[src/design/ffa_queue.sv]
// ----------------------------------------------------------------------------
// ffa_queue
// Two-entry queue between the front and back parts.
// ----------------------------------------------------------------------------
`default_nettype none

module ffa_queue #(
  parameter int unsigned DATA_W = 8
) (
  input  wire logic              clk_i,
  input  wire logic              rst_ni,
  input  wire logic              push_i,
  input  wire logic [DATA_W-1:0] data_i,
  output logic                   full_o,
  input  wire logic              pop_i,
  output logic                   valid_o,
  output logic [DATA_W-1:0]      data_o
);

  logic [DATA_W-1:0] mem_q [2];
  logic              wr_ptr_q, rd_ptr_q;
  logic [1:0]        count_q;

  always_comb begin
    full_o  = (count_q == 2'd2);
    valid_o = (count_q != 2'd0);
    data_o  = mem_q[rd_ptr_q];
  end

  // storage
  always_ff @(posedge clk_i) begin
    if (push_i) begin
      mem_q[wr_ptr_q] <= data_i;
    end
  end

  // pointers and fill count
  always_ff @(posedge clk_i or negedge rst_ni) begin
    if (!rst_ni) begin
      wr_ptr_q <= 1'b0;
      rd_ptr_q <= 1'b0;
      count_q  <= 2'd0;
    end else begin
      if (push_i) wr_ptr_q <= ~wr_ptr_q;
      if (pop_i)  rd_ptr_q <= ~rd_ptr_q;
      if (push_i && !pop_i) begin
        count_q <= count_q + 2'd1;
      end else if (pop_i && !push_i) begin
        count_q <= count_q - 2'd1;
      end
    end
  end

endmodule

`default_nettype wire

[config.mk]
export PLATFORM = sky130hd
export DESIGN_NAME = ffa_queue
export DESIGN_NICKNAME = d
export VERILOG_FILES = /design/src/design/ffa_queue.sv
export SDC_FILE = /design/constraint.sdc
export NUM_CORES = 1
export LEC_CHECK = 0
export BUFFER_PORTS_ARGS = -buffer_cell sky130_fd_sc_hd__buf_2
export CAP_MARGIN = 20
export CORE_AREA = 2 2 55 57
export CTS_CLUSTER_DIAMETER = 40
export DETAILED_ROUTE_END_ITERATION = 6
export DIE_AREA = 0 0 57 59
export SYNTH_ARGS = -nofsm -noshare
export SYNTH_HDL_FRONTEND = slang
export SYNTH_SLANG_ARGS = --single-unit
[constraint.sdc]
create_clock -name clk_i -period 2.1 [get_ports clk_i]
set_clock_uncertainty 0.15 [all_clocks]
set_input_delay 0.105 -clock clk_i [delete_from_list [all_inputs] [get_ports clk_i]]
set_output_delay 0.105 -clock clk_i [all_outputs]
set_load 0.005 [all_outputs]
==> reports/qor.yml <==
status: "completed"
overflow: 0
hp-class: "flop to flop"
setup_viol: 0
synth_fp_nets: 54
synth.distinct_cells: 13
yosysSeqAreaShare: 0.7227
fin_crit_ns: 1.682
placementRows: 19
dieHeight_um: 59
grt_pass1_vias: 468
r2r_cells: 2
startpoint_type: "flop"
yosysTopAreaCell: "edfxtp_1"
crit_arrival_ns: 1.43
yosysTopAreaCellShare: 0.5981
synth.most_common_cell: "edfxtp_1"
synthSimpleGateAreaFrac: 0.03894
synth_cells: 41
pin_count: 22
slew_viol_final: 0
pwr-share-seq: 0.549
max-vdd-ir-drop_v: 0.0005094
clockPowerShare: 0.141
root_buffer: "clkbuf_4"
hold_end: "wr_ptr_q$_DFFE_PN0P_"
syn_to_final_growth_pct: 35.20
timing.rr.start: "wr_ptr_q$_DFFE_PN0P_"
place_congestion: 0.6079
drtPass1Iterations: 2
cts_buffers: 3
synth_compound_area_frac: 0
synth.area.mux_share: 0.1495
synth_edf_count: 16
fin_ws_ns: 0.4177
drt-wirelength-per-cell_um: 10.88
r2r_slack_ns: 0.82
synthXorXnorAreaFrac: 0.05452
path_clk_slew_ns: 0.09
cts_resized: 0
clk_latency_ns: 0.28
cts.sinks: 20
relSlewSlack: 0.6598
diodes: 0
die_area_um2: 3363
final-seq-area_um2: 580.6
drive_above_1_share: 0.4416
fin_nets: 92
synth-seq-cells: 20
drc_errors: 0
core_um2: 2710
switching_share: 0.2644
r2r_end: "mem_q[0][1]$_DFFE_PP_"
die_w_um: 57
portBuffers: 21
grt_max_degree: 11
place_ws_ns: 0.7136
crit_type: "flop to output port"
holdPathStages: 1
grt_use_total: 0.08127
ys.warnings.count: 0
ys_async_sr_fraction: 0.2000
worst_slew_pin_slew_ns: 0.5102
crit_fanout: 9
required_ns: 1.85
finalHoldViolations: 0
ant_nets: 0
drv_cap: 0
cellPowerDensity_nw_per_um2: 1053
p_sw_mw: 0.3023
syn_avg_cell_area_um2: 19.59
dr_total_vias: 443
power_frac_comb: 0.310
p_leak_nw: 0.4615
period_share: 0.8011
grt_first_pass_wirelength_um: 2001
synth_top_family_by_area: "multiplexers"
vias_per_cell: 4.102
end_kind: "output port"
critPathLaunch: "rd_ptr_q$_DFFE_PN0P_"
p_int_mw: 0.8411
start_util: 0.2964
ys.flop_type: "edfxtp_1"
fill_cells: 269
synth_adder_area_share: 0.01558
antenna_found_initial: 0
final_core_util: 0.4007
synthTopCellsByCount: "edfxtp_1, mux2_4, dfrtp_1, xor2_1"
drt_iter0_markers: 2
cts_tree: "built"
rsz0062_at_grt: "false"
synthTopCellsByArea: "edfxtp_1, mux2_4, dfrtp_1"
max_freq_mhz: 594.4
multiInputGateArea_um2: 207.7
netlist_area_um2: 803.3
cts.htree.levels: 1
fin_tns_setup_ns: 0
cts_buffer_depth: 2
drt_wl_total_um: 1175
hold_start: "wr_ptr_q$_DFFE_PN0P_"
state kept, by name, summed over array words and instances (netlist names):
register and cells:
wr_ptr_q 1, mem_q 16, rd_ptr_q 1, count_q 2
critical path, cell delays in order (launching register included):
cell     delay, ns
dfrtp_1       0.67
mux2_4        0.35
buf_2         0.13
layout make-up:
class / count / area share
sequential: 20 / 0.5346
clock buffer: 3 / 0.02074
tap: 31 / 0.03571
timing repair buffer: 34 / 0.2143
multi-input combinational: 19 / 0.1912
inverter: 1 / 0.003456
per-stage QoR:
step	hold WS [ns]	total power, mW	cells	cell area, um^2
global placement	-0.2356	0.9741	93	943.4
detailed placement	-0.2312	0.9830	93	943.4
CTS	0.3491	1.167	108	1086
finish	0.3480	1.143	108	1086
floorplan	-0.3406	0.8617	41	803.3
global route	0.3673	1.223	108	1086
routing by layer:
| metal | up-vias | GRT usage | part of all wire |
|---|---|---|---|
| li1 | 222 | - | - |
| met1 | 199 | 0.08310 | 0.42 |
| met2 | 18 | 0.1412 | 0.48 |
| met3 | 4 | 0.03057 | 0.078 |
| met4 | 0 | 0.04983 | 0.019 |
| met5 | - | 0 | 0 |
placed cells by master (no fill, tap or decap), drive strengths merged:
cell,instances
xor2,4
edfxtp,16
and2b,1
or2,1
dlygate4sd3,12
nor2b,1
xnor2,1
nor2,1
buf,22
ha,1
and2,1
clkbuf,3
inv,1
dfrtp,4
mux2,8
kinds of logic after synthesis:
kind of cell	Yosys count
DFF	20
muxes	8
xor gates and xnor gates	5
and+or+nand+nor	5
buffers and inverters	2
adders and majority gates	1
worst max-delay path by stage:
stage | cells past startpoint | to | slack [ns]
floorplan | 1 | mem_q[0][0]$_DFFE_PP_ | 0.79
global placement | 2 | data_o[3] | 0.73
detailed placement | 2 | data_o[6] | 0.71
CTS | 2 | data_o[6] | 0.38
global route | 2 | data_o[6] | 0.32
finish | 2 | data_o[6] | 0.42
power by group through the flow:
stage               sequential, mW  clock [mW]  combinational [mW]
floorplan                    0.583           0               0.279
global placement             0.633           0               0.341
detailed placement           0.638           0               0.345
CTS                          0.631       0.174               0.362
global route                 0.646       0.190               0.387
finish                       0.627       0.161               0.355
timing repair:
item                                   CTS  global route
setup endpoints to repair                0             0
endpoints found under the hold margin   22             0
buffers inserted                         0             0
hold buffers                            12             0
(Power assumes the default switching activity.)
