## config.mk

```make
export PLATFORM = sky130hd
export DESIGN_NAME = ffa_front
export DESIGN_NICKNAME = d
export VERILOG_FILES = /design/src/design/ffa_pkg.sv /design/src/design/ffa_front.sv
export SDC_FILE = /design/constraint.sdc
export NUM_CORES = 1
export LEC_CHECK = 0
export BUFFER_PORTS_ARGS = -buffer_cell sky130_fd_sc_hd__clkbuf_2
export CORE_ASPECT_RATIO = 0.5
export CORE_UTILIZATION = 49
export CTS_CLUSTER_SIZE = 40
export DETAILED_ROUTE_END_ITERATION = 16
export PLACE_DENSITY = 0.83
export SYNTH_ARGS = -nofsm -noshare
export SYNTH_HDL_FRONTEND = slang
export SYNTH_SLANG_ARGS = --single-unit
```

## constraint.sdc

```tcl
create_clock -name clk_i -period 3.04 [get_ports clk_i]
set_input_delay 0.608 -clock clk_i [delete_from_list [all_inputs] [get_ports clk_i]]
set_output_delay 0.608 -clock clk_i [all_outputs]
set_load 0.1 [all_outputs]
```

## src/design/ffa_pkg.sv

```systemverilog
// ----------------------------------------------------------------------------
// ffa_pkg
// Shared types and constants for the forest fire automaton step block.
// ----------------------------------------------------------------------------
`default_nettype none

package ffa_pkg;

  // random word and threshold width
  localparam int unsigned WORD_W = 17;

  // configuration port
  localparam int unsigned CFG_IDX_W = 1;
  localparam logic [CFG_IDX_W-1:0] CFG_LIGHTNING = 1'b0;
  localparam logic [CFG_IDX_W-1:0] CFG_GROWTH    = 1'b1;
  localparam logic [WORD_W-1:0] LIGHTNING_RESET = 17'd2;
  localparam logic [WORD_W-1:0] GROWTH_RESET    = 17'd655;

  // cell codes
  typedef enum logic [1:0] {
    CELL_TREE  = 2'd0,
    CELL_FIRE  = 2'd1,
    CELL_EMPTY = 2'd2
  } cell_e;

  // operation codes
  typedef enum logic {
    OP_SEED   = 1'b0,
    OP_UPDATE = 1'b1
  } op_e;

  // classified word, position-independent part
  typedef struct packed {
    op_e               op;
    logic [WORD_W-1:0] word;
    logic              last;
    logic              nb_l;
    logic              nb_r;
    logic              nb_u;
    logic              nb_d;
  } ffa_ctl_t;

  localparam int unsigned CTL_W = $bits(ffa_ctl_t);

endpackage

`default_nettype wire

```

## src/design/ffa_front.sv

```systemverilog
// ----------------------------------------------------------------------------
// ffa_front
// Scan position tracking and classification of incoming words.
// ----------------------------------------------------------------------------
`default_nettype none

module ffa_front #(
  parameter int unsigned GRID_WIDTH  = 128,
  parameter int unsigned GRID_HEIGHT = 64,
  parameter int unsigned XW = 7,
  parameter int unsigned YW = 6,
  parameter int unsigned AW = 13
) (
  input  wire logic                    clk_i,
  input  wire logic                    rst_ni,
  input  wire logic                    accept_i,
  input  wire logic                    operation_i,
  input  wire logic [ffa_pkg::WORD_W-1:0] random_word_i,
  output ffa_pkg::ffa_ctl_t            ctl_o,
  output logic [AW-1:0]                pos_o,
  output logic [XW-1:0]                x_o,
  output logic [YW-1:0]                y_o
);
  import ffa_pkg::*;

  logic [AW-1:0] pos_q, pos_d;
  logic [XW-1:0] x_q, x_d;
  logic [YW-1:0] y_q, y_d;
  logic          y_end, x_end, last;

  // edges of the grid
  always_comb begin
    y_end = (y_q == YW'(GRID_HEIGHT - 1));
    x_end = (x_q == XW'(GRID_WIDTH - 1));
    last  = y_end && x_end;
  end

  // classify the word
  always_comb begin
    ctl_o.op   = op_e'(operation_i);
    ctl_o.word = random_word_i;
    ctl_o.last = last;
    ctl_o.nb_l = (x_q != '0);
    ctl_o.nb_r = !x_end;
    ctl_o.nb_u = (y_q != '0);
    ctl_o.nb_d = !y_end;
    pos_o      = pos_q;
    x_o        = x_q;
    y_o        = y_q;
  end

  // next scan position, y runs fastest
  always_comb begin
    pos_d = pos_q;
    x_d   = x_q;
    y_d   = y_q;
    if (accept_i) begin
      if (last) begin
        pos_d = '0;
        x_d   = '0;
        y_d   = '0;
      end else if (y_end) begin
        pos_d = pos_q + AW'(1);
        x_d   = x_q + XW'(1);
        y_d   = '0;
      end else begin
        pos_d = pos_q + AW'(1);
        y_d   = y_q + YW'(1);
      end
    end
  end

  always_ff @(posedge clk_i or negedge rst_ni) begin
    if (!rst_ni) begin
      pos_q <= '0;
      x_q   <= '0;
      y_q   <= '0;
    end else begin
      pos_q <= pos_d;
      x_q   <= x_d;
      y_q   <= y_d;
    end
  end

endmodule

`default_nettype wire

```

==> results of run 1 <==
[cell usage after synthesis, types with 2 or more instances]
master	count	area [µm²]
buf_2	2	10.01
buf_4	19	142.6
dfrtp_1	26	650.6
ha_1	5	62.56
inv_1	6	22.52
mux2i_1	3	30.03
nand2_1	10	37.54
nand3_1	9	45.04
nand4_1	7	43.79
nor2_1	19	71.32
nor3_1	3	15.01
nor4_1	6	37.54
o21ai_0	5	25.02
xnor2_1	15	131.4
xor2_1	4	35.03
[final timing paths]
path | start | slack (ns) | to
worst max-delay path | y_o[0]$_DFFE_PN0P_ | 0.39 | ctl_o[4]
worst min-delay path | rst_ni | 0.33 | pos_o[11]$_DFFE_PN0P_
worst max register to register | y_o[0]$_DFFE_PN0P_ | 0.93 | pos_o[6]$_DFFE_PN0P_
worst min register to register | pos_o[12]$_DFFE_PN0P_ | 0.56 | pos_o[12]$_DFFE_PN0P_
max in group asynchronous | rst_ni | 2.26 | y_o[0]$_DFFE_PN0P_
min in group clk_i | pos_o[12]$_DFFE_PN0P_ | 0.56 | pos_o[12]$_DFFE_PN0P_
[final cells by class]
class,count,share of cell area (%)
clock buffer,3,2.584
clock inverter,1,1.879
inverter,6,1.410
multi-input combinational,97,40.02
sequential,26,40.88
tap,37,2.897
timing repair buffer,33,10.34
[flip-flops by register name, summed over array words and instances (netlist names)]
register,flops
y_o,6
pos_o,13
x_o,7
[power breakdown]
| group | total, mW | switching [mW] | internal (mW) |
|---|---|---|---|
| Clock | 0.287 | 0.110 | 0.176 |
| Sequential | 0.542 | 0.120 | 0.423 |
| Combinational | 0.850 | 0.721 | 0.130 |
| Total | 1.68 | 0.951 | 0.729 |
[layer usage]
metal  vias up  share of wire [%]  GRT usage (%)
met2        48                 53          38.89
met1       518                 40          21.64
met5         -                  0              0
met4         0                1.3          8.636
met3         8                5.4          5.778
li1        526                  -              -
[through the flow]
step	area [µm²]	hold slack, ns	std cells	power [mW]
after floorplan	1483	0.3124	152	1.356
after global placement	1526	0.5312	199	1.368
after detailed placement	1526	0.5350	199	1.385
after CTS	1598	0.3524	203	1.685
after global routing	1598	0.3836	203	1.750
final	1598	0.3320	203	1.679
[cell families (layout without fill, tap and decap cells)]
logic type	Yosys count	in the layout	share of synthesized area, %
AO/OA/AOI/OAI	8	8	3.127
XOR/XNOR	19	19	11.24
adder cells (fa/ha/maj)	5	5	4.227
buffers and inverters	29	43	12.85
flip-flops	26	26	43.96
multiplexers	3	3	2.029
AND/OR/NAND/NOR	62	62	22.57
[worst max-delay path, delay by kind of cell (launching register included)]
kind          cells  cell delay [ns]
fa+ha+maj         1             0.25
buf+inv           1             0.47
flops             1             0.41
simple gates      3             0.64
==> flow_summary.html, run 1 <==
<table>
<tr><th>Metric</th><th>Value</th></tr>
<tr><th colspan="2">Timing</th></tr>
<tr><td>Ratio of final minimum period to clock period</td><td>87.17%</td></tr>
<tr><td>Final total negative setup slack</td><td>0 ns</td></tr>
<tr><td># setup viols final</td><td>0</td></tr>
<tr><td>RSZ-0062 raised after global routing</td><td>no</td></tr>
<tr><td>Final worst-path setup slack</td><td>~0.39 ns</td></tr>
<tr><td>Minimum clock period after layout</td><td>roughly 2.6 ns</td></tr>
<tr><td>Worst clock skew</td><td>0.009120 ns</td></tr>
<tr><td>Slew @ Worst Pin</td><td>between 0.7 and 0.8 ns</td></tr>
<tr><td>F_max</td><td>377.4 MHz</td></tr>
<tr><td>Relative slew slack</td><td>50.44%</td></tr>
<tr><td>Count of endpoints failing hold in the final timing report</td><td>0</td></tr>
<tr><td>Slew Limit Fails</td><td>0</td></tr>
<tr><th colspan="2">Global routing</th></tr>
<tr><td>Initial antenna violation count</td><td>0</td></tr>
<tr><td>Global-route wire length before repair</td><td>about 4600 µm</td></tr>
<tr><td>Maximum number of pins on one net before global-route repair</td><td>27</td></tr>
<tr><td>Number of global-route vias before repair</td><td>between 900 and 1k</td></tr>
<tr><td>GR Util All Layers</td><td>19.97%</td></tr>
<tr><td>Aggregate global routing overflow</td><td>0</td></tr>
<tr><th colspan="2">Power</th></tr>
<tr><td>Pleak</td><td>0.7405 nW</td></tr>
<tr><td>Pwr per Cell Area</td><td>around 1100 nW/µm²</td></tr>
<tr><td>Worst IR Drop VDD</td><td>0.5671 mV</td></tr>
<tr><th colspan="2">Synth</th></tr>
<tr><td>Share of synthesized area occupied by flip-flops and latches</td><td>43.96%</td></tr>
<tr><td>Post-synth EDFFs</td><td>0</td></tr>
<tr><td>Number of instances in the synthesized netlist</td><td>between 150 and 200</td></tr>
<tr><td>Share of synthesized registers carrying an async set or reset</td><td>100.0%</td></tr>
<tr><td>Nets in the synthesized netlist</td><td>178</td></tr>
<tr><td>Yosys synthesis warning count</td><td>0</td></tr>
<tr><td>Top FF cell, synth</td><td>dfrtp_1</td></tr>
<tr><td>Unique cell type count in the Yosys netlist</td><td>28</td></tr>
<tr><td>Number of flip-flops and latches in the synthesized netlist</td><td>26</td></tr>
<tr><td>Cell area after technology mapping</td><td>1480 µm²</td></tr>
<tr><td>Mean area per synthesized cell</td><td>9.738 µm²</td></tr>
<tr><th colspan="2">Setup path</th></tr>
<tr><td>Data arrival time of the critical path</td><td>2.04 ns</td></tr>
<tr><td>Slowest Stage Delay on Critical Path</td><td>approximately 0.47 ns</td></tr>
<tr><td>Worst Path Class, Setup</td><td>register to primary output</td></tr>
<tr><td>Kind of capture point of the worst setup path</td><td>primary output</td></tr>
<tr><td>Maximum net fanout on the critical path</td><td>7</td></tr>
<tr><td>WP data required</td><td>2.43 ns</td></tr>
<tr><td>Critical path, cell by cell</td><td>ha_1 -&gt; nand2_2 -&gt; or2_1 -&gt; nor2_1 -&gt; clkbuf_2</td></tr>
<tr><td>Depth of the worst register-to-register path</td><td>5</td></tr>
<tr><td>Kind of launch point of the worst setup path</td><td>register</td></tr>
<tr><td>Critical path's slowest cell</td><td>clkbuf_2</td></tr>
<tr><th colspan="2">Cells and area</th></tr>
<tr><td>Most frequent standard cell in the layout excluding fill and tap cells</td><td>clkbuf_2</td></tr>
<tr><td>Area added between synthesis and finish</td><td>7.946%</td></tr>
<tr><td>Footprint of the multi-input gates</td><td>around 640 µm²</td></tr>
<tr><td># diodes</td><td>0</td></tr>
<tr><td>Area taken by flip-flops and latches</td><td>653.1 µm²</td></tr>
<tr><td>Number of fill cells in the layout</td><td>238</td></tr>
<tr><td>Nets</td><td>slightly below 200</td></tr>
<tr><td>Final core utilization</td><td>58.47%</td></tr>
<tr><td>Fraction of final layout cells sized beyond drive strength 1</td><td>25.90%</td></tr>
<tr><td>Commonest cells after routing, fill and taps aside</td><td>33 x clkbuf_2, 24 x dfrtp_1, 19 x nor2_1, 15 x xnor2_1, 10 x nand2_1</td></tr>
<tr><th colspan="2">Route</th></tr>
<tr><td>Detail-routed net length per standard cell</td><td>15.06 µm</td></tr>
<tr><td>Antenna Violating Nets Remaining</td><td>0</td></tr>
<tr><td>Via density per instance</td><td>5.419</td></tr>
<tr><td>Vias after detailed routing</td><td>1100</td></tr>
<tr><td>Number of iterations in the first detailed-routing pass</td><td>4</td></tr>
<tr><td>Total detailed-routing wirelength</td><td>3057 µm</td></tr>
<tr><td>DRC viols</td><td>0</td></tr>
<tr><td>Number of DRC markers in iteration 0</td><td>36</td></tr>
<tr><th colspan="2">Floorplan</th></tr>
<tr><td>Number of core rows</td><td>13</td></tr>
<tr><td>Initial core utilization</td><td>54.17%</td></tr>
<tr><td>Width of the chip</td><td>approximately 80 µm</td></tr>
<tr><td>Area of the core region</td><td>2733 µm²</td></tr>
<tr><td>Die Footprint</td><td>3258 µm²</td></tr>
<tr><td>Num ports</td><td>70</td></tr>
<tr><td>Vertical die dimension</td><td>40.87 µm</td></tr>
<tr><th colspan="2">Clocking</th></tr>
<tr><td>Post-CTS resize count</td><td>0</td></tr>
<tr><td>Max H-tree Level</td><td>1</td></tr>
<tr><td>Clock slew at the register clock pins of the worst setup and hold paths</td><td>0.09 ns</td></tr>
<tr><td>Clock latency at the later pin of the worst-skew pair</td><td>0.27 ns</td></tr>
<tr><td>Number of buffers created by CTS</td><td>3</td></tr>
<tr><td>Number of setup buffers added after CTS</td><td>0</td></tr>
<tr><td>Clock Tree Buf Depth</td><td>2</td></tr>
<tr><td>Root buffer cell</td><td>clkbuf_8</td></tr>
<tr><td>Clock tree from TritonCTS</td><td>yes</td></tr>
<tr><td>Hold bufs inserted after CTS</td><td>0</td></tr>
<tr><td>Number of sinks driven by the clock tree</td><td>26</td></tr>
<tr><th colspan="2">Worst hold path</th></tr>
<tr><td>Path class of the lowest-slack min-delay path</td><td>input port to asynchronous set/reset pin</td></tr>
<tr><th colspan="2">Placement</th></tr>
<tr><td>Setup slack at placement</td><td>between 0.7 and 0.8 ns</td></tr>
<tr><td>Last weighted congestion value of the routability-driven placer</td><td>0.7928</td></tr>
<tr><td>Post-detail-place hpwl</td><td>2104 µm</td></tr>
<tr><td>Number of I/O port buffers</td><td>33</td></tr>
<tr><th colspan="2">Outcome</th></tr>
<tr><td>Run status</td><td>finished, final reports clean</td></tr>
<tr><th colspan="2">Job</th></tr>
<tr><td>Max Cap Viol</td><td>0</td></tr>
</table>
Power figures use the tool's default switching activity.
==> run 2: changes to the inputs <==
- clock period: 3.04 -> 3.1 ns (I/O delays scaled with it)
==> run 2 against run 1 <==
Effect of this change: wire length decreased by 10%; setup slack improved by 0.057 ns; clock power is essentially flat; register-to-register slack improved by 0.09 ns; sequential cell count unchanged; count of clock-buffer cells in the layout unchanged; sequential share of layout area down 0.093 points; critical path type unchanged; critical endpoint unchanged.
==> flow_summary.html, run 2 (synthesis gave the netlist of run 1 again) <==
<table>
<tr><th>Metric</th><th>Value</th></tr>
<tr><th colspan="2">Timing</th></tr>
<tr><td>Slew @ Worst Pin</td><td>0.7480 ns</td></tr>
<tr><td>Slew Limit Fails</td><td>0</td></tr>
<tr><td>Final Hold Slack</td><td>0.3392 ns</td></tr>
<tr><td>RSZ-0062 raised after global routing</td><td>no</td></tr>
<tr><td>Worst clock skew</td><td>0.004128 ns</td></tr>
<tr><td># setup viols final</td><td>0</td></tr>
<tr><td>Count of endpoints failing hold in the final timing report</td><td>0</td></tr>
<tr><td>F_max</td><td>377.0 MHz</td></tr>
<tr><td>Relative slew slack</td><td>between 40% and 50%</td></tr>
<tr><td>Final total negative setup slack</td><td>0 ns</td></tr>
<tr><td>Minimum clock period after layout</td><td>2.652 ns</td></tr>
<tr><td>Ratio of final minimum period to clock period</td><td>between 80% and 90%</td></tr>
<tr><th colspan="2">Power</th></tr>
<tr><td>Clock share of power</td><td>17.4%</td></tr>
<tr><td>Portion of total power attributed to sequential cells</td><td>32.1%</td></tr>
<tr><td>Worst IR Drop VDD</td><td>about 0.66 mV</td></tr>
<tr><td>Switching share of power</td><td>56.40%</td></tr>
<tr><td>Internal power component</td><td>0.7134 mW</td></tr>
<tr><td>Overall power after layout</td><td>~1.6 mW</td></tr>
<tr><td>Net switching power figure</td><td>0.9230 mW</td></tr>
<tr><td>Pleak</td><td>0.7426 nW</td></tr>
<tr><td>Logic pwr share</td><td>50.5%</td></tr>
<tr><td>Pwr per Cell Area</td><td>just over 1000 nW/µm²</td></tr>
<tr><th colspan="2">Clocking</th></tr>
<tr><td>Post-CTS resize count</td><td>0</td></tr>
<tr><td>Hold bufs inserted after CTS</td><td>0</td></tr>
<tr><td>Clock Tree Buf Depth</td><td>2</td></tr>
<tr><td>Root buffer cell</td><td>clkbuf_8</td></tr>
<tr><td>Number of sinks driven by the clock tree</td><td>26</td></tr>
<tr><td>Number of buffers created by CTS</td><td>3</td></tr>
<tr><td>Number of setup buffers added after CTS</td><td>0</td></tr>
<tr><td>Clock latency at the later pin of the worst-skew pair</td><td>around 0.27 ns</td></tr>
<tr><td>Clock tree from TritonCTS</td><td>yes</td></tr>
<tr><td>Max H-tree Level</td><td>1</td></tr>
<tr><td>Clock slew at the register clock pins of the worst setup and hold paths</td><td>0.09 ns</td></tr>
<tr><th colspan="2">Floorplan</th></tr>
<tr><td>Area of the core region</td><td>2733 µm²</td></tr>
<tr><td>Vertical die dimension</td><td>40.87 µm</td></tr>
<tr><td>Width of the chip</td><td>about 80 µm</td></tr>
<tr><td>Die Footprint</td><td>3258 µm²</td></tr>
<tr><td>Number of core rows</td><td>13</td></tr>
<tr><td>Initial core utilization</td><td>54.17%</td></tr>
<tr><td>Num ports</td><td>70</td></tr>
<tr><th colspan="2">Setup path</th></tr>
<tr><td>Maximum net fanout on the critical path</td><td>7</td></tr>
<tr><td>Data arrival time of the critical path</td><td>2.03 ns</td></tr>
<tr><td>Slowest Stage Delay on Critical Path</td><td>0.47 ns</td></tr>
<tr><td>WP data required</td><td>between 2 and 2.5 ns</td></tr>
<tr><td>CP top delay family</td><td>simple AND/OR/NAND/NOR gates</td></tr>
<tr><td>Worst Path Class, Setup</td><td>register to primary output</td></tr>
<tr><td>Kind of capture point of the worst setup path</td><td>primary output</td></tr>
<tr><td>Critical path's slowest cell</td><td>clkbuf_2</td></tr>
<tr><td>Kind of launch point of the worst setup path</td><td>register</td></tr>
<tr><td>Count of buffer and inverter cells on the critical path</td><td>1</td></tr>
<tr><td>Critical path, cell by cell</td><td>ha_1 -&gt; nand2_2 -&gt; or2_1 -&gt; nor2_1 -&gt; clkbuf_2</td></tr>
<tr><th colspan="2">Cells and area</th></tr>
<tr><td>Nets</td><td>roughly 190</td></tr>
<tr><td>Commonest cells after routing, fill and taps aside</td><td>33 x clkbuf_2, 26 x dfrtp_1, 19 x nor2_1, 15 x xnor2_1, 10 x nand2_1</td></tr>
<tr><td># diodes</td><td>0</td></tr>
<tr><td>Most frequent standard cell in the layout excluding fill and tap cells</td><td>clkbuf_2</td></tr>
<tr><td>Area added between synthesis and finish</td><td>7.777%</td></tr>
<tr><td>Footprint of the multi-input gates</td><td>639.4 µm²</td></tr>
<tr><td>Largest register FFs</td><td>13</td></tr>
<tr><td>Fraction of final layout cells sized beyond drive strength 1</td><td>24.70%</td></tr>
<tr><td>Layout Cells excl Fill</td><td>just over 200</td></tr>
<tr><td>Number of fill cells in the layout</td><td>229</td></tr>
<tr><td>Area taken by flip-flops and latches</td><td>650.6 µm²</td></tr>
<tr><th colspan="2">Job</th></tr>
<tr><td>Max Cap Viol</td><td>0</td></tr>
<tr><th colspan="2">Route</th></tr>
<tr><td>Vias after detailed routing</td><td>1060</td></tr>
<tr><td>Antenna Violating Nets Remaining</td><td>0</td></tr>
<tr><td>Detail-routed net length per standard cell</td><td>13.48 µm</td></tr>
<tr><td>Number of iterations in the first detailed-routing pass</td><td>4</td></tr>
<tr><td>Via density per instance</td><td>5.222</td></tr>
<tr><td>Total detailed-routing wirelength</td><td>between 2000 and 3000 µm</td></tr>
<tr><td>DRC viols</td><td>0</td></tr>
<tr><td>Number of DRC markers in iteration 0</td><td>59</td></tr>
<tr><th colspan="2">Global routing</th></tr>
<tr><td>GR Util All Layers</td><td>18.04%</td></tr>
<tr><td>Initial antenna violation count</td><td>0</td></tr>
<tr><td>Aggregate global routing overflow</td><td>0</td></tr>
<tr><td>Number of global-route vias before repair</td><td>908</td></tr>
<tr><td>Maximum number of pins on one net before global-route repair</td><td>27</td></tr>
<tr><td>Global-route wire length before repair</td><td>4215 µm</td></tr>
<tr><th colspan="2">Placement</th></tr>
<tr><td>Post-detail-place hpwl</td><td>2027 µm</td></tr>
<tr><td>Number of placed instances with taps included</td><td>around 200</td></tr>
<tr><td>Last weighted congestion value of the routability-driven placer</td><td>0.7973</td></tr>
<tr><td>Number of I/O port buffers</td><td>33</td></tr>
<tr><th colspan="2">Worst hold path</th></tr>
<tr><td>Path class of the lowest-slack min-delay path</td><td>input port to asynchronous set/reset pin</td></tr>
<tr><th colspan="2">Outcome</th></tr>
<tr><td>Run status</td><td>finished, final reports clean</td></tr>
</table>
## run 2: worst register-to-register path: stages, from the launching register on
cell and delay (ns):
dfrtp_1 0.42, ha_1 0.25, nand2_2 0.13, or2_1 0.36, nor4_4 0.67, nor2_1 0.12
## run 2: final timing paths
path | from | to | slack, ns | cells past startpoint
worst min-delay path | rst_ni | y_o[1]$_DFFE_PN0P_ | 0.34 | 1
max in group asynchronous | rst_ni | x_o[3]$_DFFE_PN0P_ | 2.36 | 1
min in group clk_i | pos_o[12]$_DFFE_PN0P_ | pos_o[12]$_DFFE_PN0P_ | 0.56 | 2
worst max register to register | y_o[0]$_DFFE_PN0P_ | pos_o[1]$_DFFE_PN0P_ | 1.02 | 5
worst max-delay path | y_o[0]$_DFFE_PN0P_ | ctl_o[4] | 0.45 | 5
worst min register to register | pos_o[12]$_DFFE_PN0P_ | pos_o[12]$_DFFE_PN0P_ | 0.56 | 2
## run 2: power groups by stage
stage,Clock (mW),Sequential (mW),Combinational [mW]
finish,0.285,0.526,0.826
global route,0.300,0.540,0.867
CTS,0.287,0.524,0.831
detailed placement,0,0.529,0.827
global placement,0,0.524,0.817
floorplan,0,1.05,0.277
## run 2: layout make-up
cell class	instances	area share, %
Timing Repair Buffer	33	10.35
Inverter	6	1.412
Sequential cell	26	40.78
Clock inverter	1	1.882
Multi-Input combinational cell	97	40.08
Clock buffer	3	2.588
Tap cell	37	2.902
## run 2: per-layer routing
metal	GRT usage [%]	vias to the layer above	routed length, µm
met4	10.00	0	37
met5	0	-	0
met1	22.18	493	1206
met2	30.56	27	1357
met3	4.667	8	136
li1	-	532	-
## run 2: stage by stage
stage / worst slack, ns / util [%] / instance area, µm²
floorplan: 0.03835 / - / 1480
global placement: 0.8394 / 55.77 / 1524
detailed placement: 0.7672 / 55.77 / 1524
CTS: 0.4506 / 58.38 / 1595
global route: 0.3342 / 58.38 / 1595
finish: 0.4476 / 58.38 / 1595
